### src/rtl/mbrrc_ram.sv
// Generic single-write, single-read RAM with registered read data.
`timescale 1ns / 1ps

module mbrrc_ram #(
   parameter int WIDTH = 16,
   parameter int DEPTH = 16,
   parameter int AW    = (DEPTH > 1) ? $clog2(DEPTH) : 1
) (
   input  logic             clock,
   input  logic             wr_en,
   input  logic [AW-1:0]    wr_addr,
   input  logic [WIDTH-1:0] wr_data,
   input  logic             rd_en,
   input  logic [AW-1:0]    rd_addr,
   output logic [WIDTH-1:0] rd_data
);

   logic [WIDTH-1:0] mem_ff [DEPTH];
   logic [WIDTH-1:0] rd_data_ff;

   always_ff @(posedge clock) begin
      if (wr_en) begin
         mem_ff[wr_addr] <= wr_data;
      end
      if (rd_en) begin
         rd_data_ff <= mem_ff[rd_addr];
      end
   end

   assign rd_data = rd_data_ff;

endmodule

### config.mk
export PLATFORM = sky130hd
export DESIGN_NAME = mbrrc_ram
export DESIGN_NICKNAME = d
export VERILOG_FILES = /design/src/rtl/mbrrc_ram.sv
export SDC_FILE = /design/constraint.sdc
export NUM_CORES = 1
export LEC_CHECK = 0
export BUFFER_PORTS_ARGS = -buffer_cell sky130_fd_sc_hd__buf_2
export CAP_MARGIN = 20
export CORE_ASPECT_RATIO = 1.1
export CORE_MARGIN = 2
export CORE_UTILIZATION = 30
export CTS_BUF_LIST = sky130_fd_sc_hd__clkbuf_2 sky130_fd_sc_hd__clkbuf_4 sky130_fd_sc_hd__clkbuf_8
export CTS_CLUSTER_DIAMETER = 60
export CTS_CLUSTER_SIZE = 40
export DETAILED_ROUTE_END_ITERATION = 16
export HOLD_SLACK_MARGIN = 0.06
export PLACE_DENSITY = 0.46
export SLEW_MARGIN = 0
export SYNTH_ARGS = -nofsm -noshare
export SYNTH_HDL_FRONTEND = slang
export SYNTH_SLANG_ARGS = --single-unit
### constraint.sdc
create_clock -name clock -period 3.44 [get_ports clock]
set_clock_uncertainty 0.2 [all_clocks]
set_input_delay 0.688 -clock clock [delete_from_list [all_inputs] [get_ports clock]]
set_output_delay 0.688 -clock clock [all_outputs]
set_load 0.02 [all_outputs]
==> impl_metrics.toml <==
[run_status]
status = "complete, no violations"

[placement]
dp_hpwl_um = 12600
placed_area_sq_um = 11100
portBuffers = 42
place_congestion = 0.681

[clocking]
cts_tree = "done"
path_clk_slew_ns = 0.13
hold_buffers = 0
cts-root-buf = "clkbuf_8"
insertion_delay_ns = 0.56
postCtsSetupRepairBufs = 0
cts_sinks = 272
cts_buffers = 20
clk_path_buf_depth = 3
cts.htree.levels = 1
post_cts_resized = 0

[sta]
setup_tns_ns = 0
finalCritPeriodShare_pct = 62.7
fmax_mhz = 463
setup_viol = 0
rsz0062_at_grt = "false"
hold_viol_final = 0
relSlewSlack_pct = 50.8
slew_viol_final = 0
tightest_slew_ns = 0.738
finalCriticalPeriod_ns = 2.16

[critical_path]
end_kind = "flip-flop"
critPathMaxStageDelay_ns = 0.54
r2r_cells = 3
path_delay_family = "simple AND/OR/NAND/NOR gates"
cp-start-kind = "input port"
path_cells = "buf_2 -> or3b_2 -> nor2_2 -> buf_4"
crit_type = "input port to flip-flop"
cp_max_fo = 7
critical_path_depth = 4
cp.buffers_inverters = 2
crit_required_ns = 3.47
critPathArrivalTime_ns = 2.19
cp_slowest_cell = "or3b_2"

[run]
max_cap_violations = 0

[drt]
route.vias.total = 4605
ant_nets = 0
dr.pass1.iters = 4
wire_per_inst_um = 24.5
drtIter0Drc = 348
drcViolationCount = 0
viasPerCell = 4.85
wirelength_um = 23300

[floorplan]
chipHeight_um = 197
core_area_sq_um = 33400
die_width_um = 180
start_util_pct = 30.6
ios = 43
rows = 70
die-area_sq_um = 35500

[global_routing]
grt_pass1_wl_um = 34000
antenna_found_initial = 1
overflow = 0
grt_pass1_vias = 4919
grtUsageTotal_pct = 13.2
grt_max_degree = 65

[pwr]
p_leak_nw = 3.65
seqPwrFrac_pct = 63.2
p_per_area_nw_per_um2 = 511
p_int_mw = 4.59
switching_power_mw = 1.34
power_frac_clock_pct = 30.9
power.share.combinational_pct = 5.9
sw_frac_of_total_pct = 22.6
finalPower_mw = 5.93
max-vdd-ir-drop_mv = 0.194

[finish]
layout.nets = 530
drive_above_1_share_pct = 34.2
postLayoutCellArea_sq_um = 11600
area_growth_pct = 13.7

[yosys]
synth_area_sq_um = 10200
syn-num-nets = 459
synth_edf_count = 272
netlist-cell-type-count = 18
synth_top_flop_cell = "edfxtp_1"
ys_ff_latch = 272
ys_async_sr_fraction_pct = 0
syn_area_per_cell_sq_um = 23.6
synth_cells = 432
synth_warnings = 0
seq_area_frac_synth_pct = 80.0

[worst_hold_path]
worstHoldPathType = "input port to flip-flop"
whs_path_depth = 1
[per-stage QoR]
stage / hold WS (ns) / worst slack (ns) / util, % / instances
global route: 0.265 / 1.25 / 34.8 / 949
finish: 0.296 / 1.28 / 34.8 / 950
floorplan: 0.510 / 0.497 / - / 432
detailed placement: 0.537 / 0.709 / 33.4 / 913
global placement: 0.530 / 0.737 / 33.4 / 913
CTS: 0.254 / 1.28 / 34.8 / 949
[layout make-up]
| class | instances | area (sq um) |
|---|---|---|
| antenna | 1 | 2.50 |
| clock buffer | 23 | 304 |
| clock inverter | 13 | 145 |
| fill | 3024 | 21800 |
| multi-input combinational | 139 | 1970 |
| sequential | 272 | 8170 |
| tap | 432 | 541 |
| timing repair buffer | 70 | 473 |
[cell usage in the layout (no fill, tap or decap), types with 4 or more instances in the layout]
cell type | netlist | final
a22oi_1 | 32 | 32
buf_12 | 0 | 4
buf_2 | 3 | 41
buf_4 | 3 | 25
clkbuf_8 | 0 | 21
edfxtp_1 | 272 | 272
inv_6 | 0 | 4
mux4_1 | 10 | 10
mux4_2 | 54 | 54
nand2_1 | 17 | 17
nor2_2 | 0 | 12
nor3_2 | 0 | 4
[Yosys cell counts (3+ instances only)]
master,number,area [sq um]
mux4_2,54,1220
nor3_1,4,20.0
buf_2,3,15.0
mux4_1,10,263
buf_6,4,45.0
buf_1,3,11.3
nand2_1,17,63.8
nor2_1,13,48.8
edfxtp_1,272,8170
a22oi_1,32,240
buf_4,3,22.5
clkbuf_1,8,30.0
[logic make-up after synthesis]
group	count (synthesis)	synth area share, %
multiplexers	64	14.5
AND/OR/NAND/NOR	43	1.89
AO/OA/AOI/OAI	32	2.35
buffers and inverters	21	1.21
flip-flops	272	80.0
[power by group through the flow]
stage	Sequential (mW)	Combinational, mW	Clock [mW]
after global placement	3.82	0.357	0
final	3.75	0.352	1.83
after CTS	3.75	0.364	1.90
after detailed placement	3.82	0.363	0
after floorplan	3.84	0.181	0
after global routing	3.75	0.386	2.01
[per-layer routing]
layer  GRT usage, %  up-vias  part of all wire (%)
li1               -     1984                     -
met1           18.5     2486                    44
met2           22.1      117                    49
met3           1.95       18                   6.3
met4           2.65        0                   1.1
met5              0        -                     0
[final timing paths]
check / start / end / slack [ns]
worst min-delay path: wr_data[7] / mem_ff[7][7] / 0.30
worst min register to register: mem_ff[12][8] / rd_data[8] / 0.55
worst max-delay path: wr_addr[2] / mem_ff[1][8] / 1.28
worst max register to register: mem_ff[3][2] / rd_data[2] / 1.79
[flip-flops by register name (all words and copies together) (netlist names)]
| signal | cells |
|---|---|
| mem_ff | 256 |
| rd_data | 16 |
No activity file was read; power rests on OpenSTA's default activity.
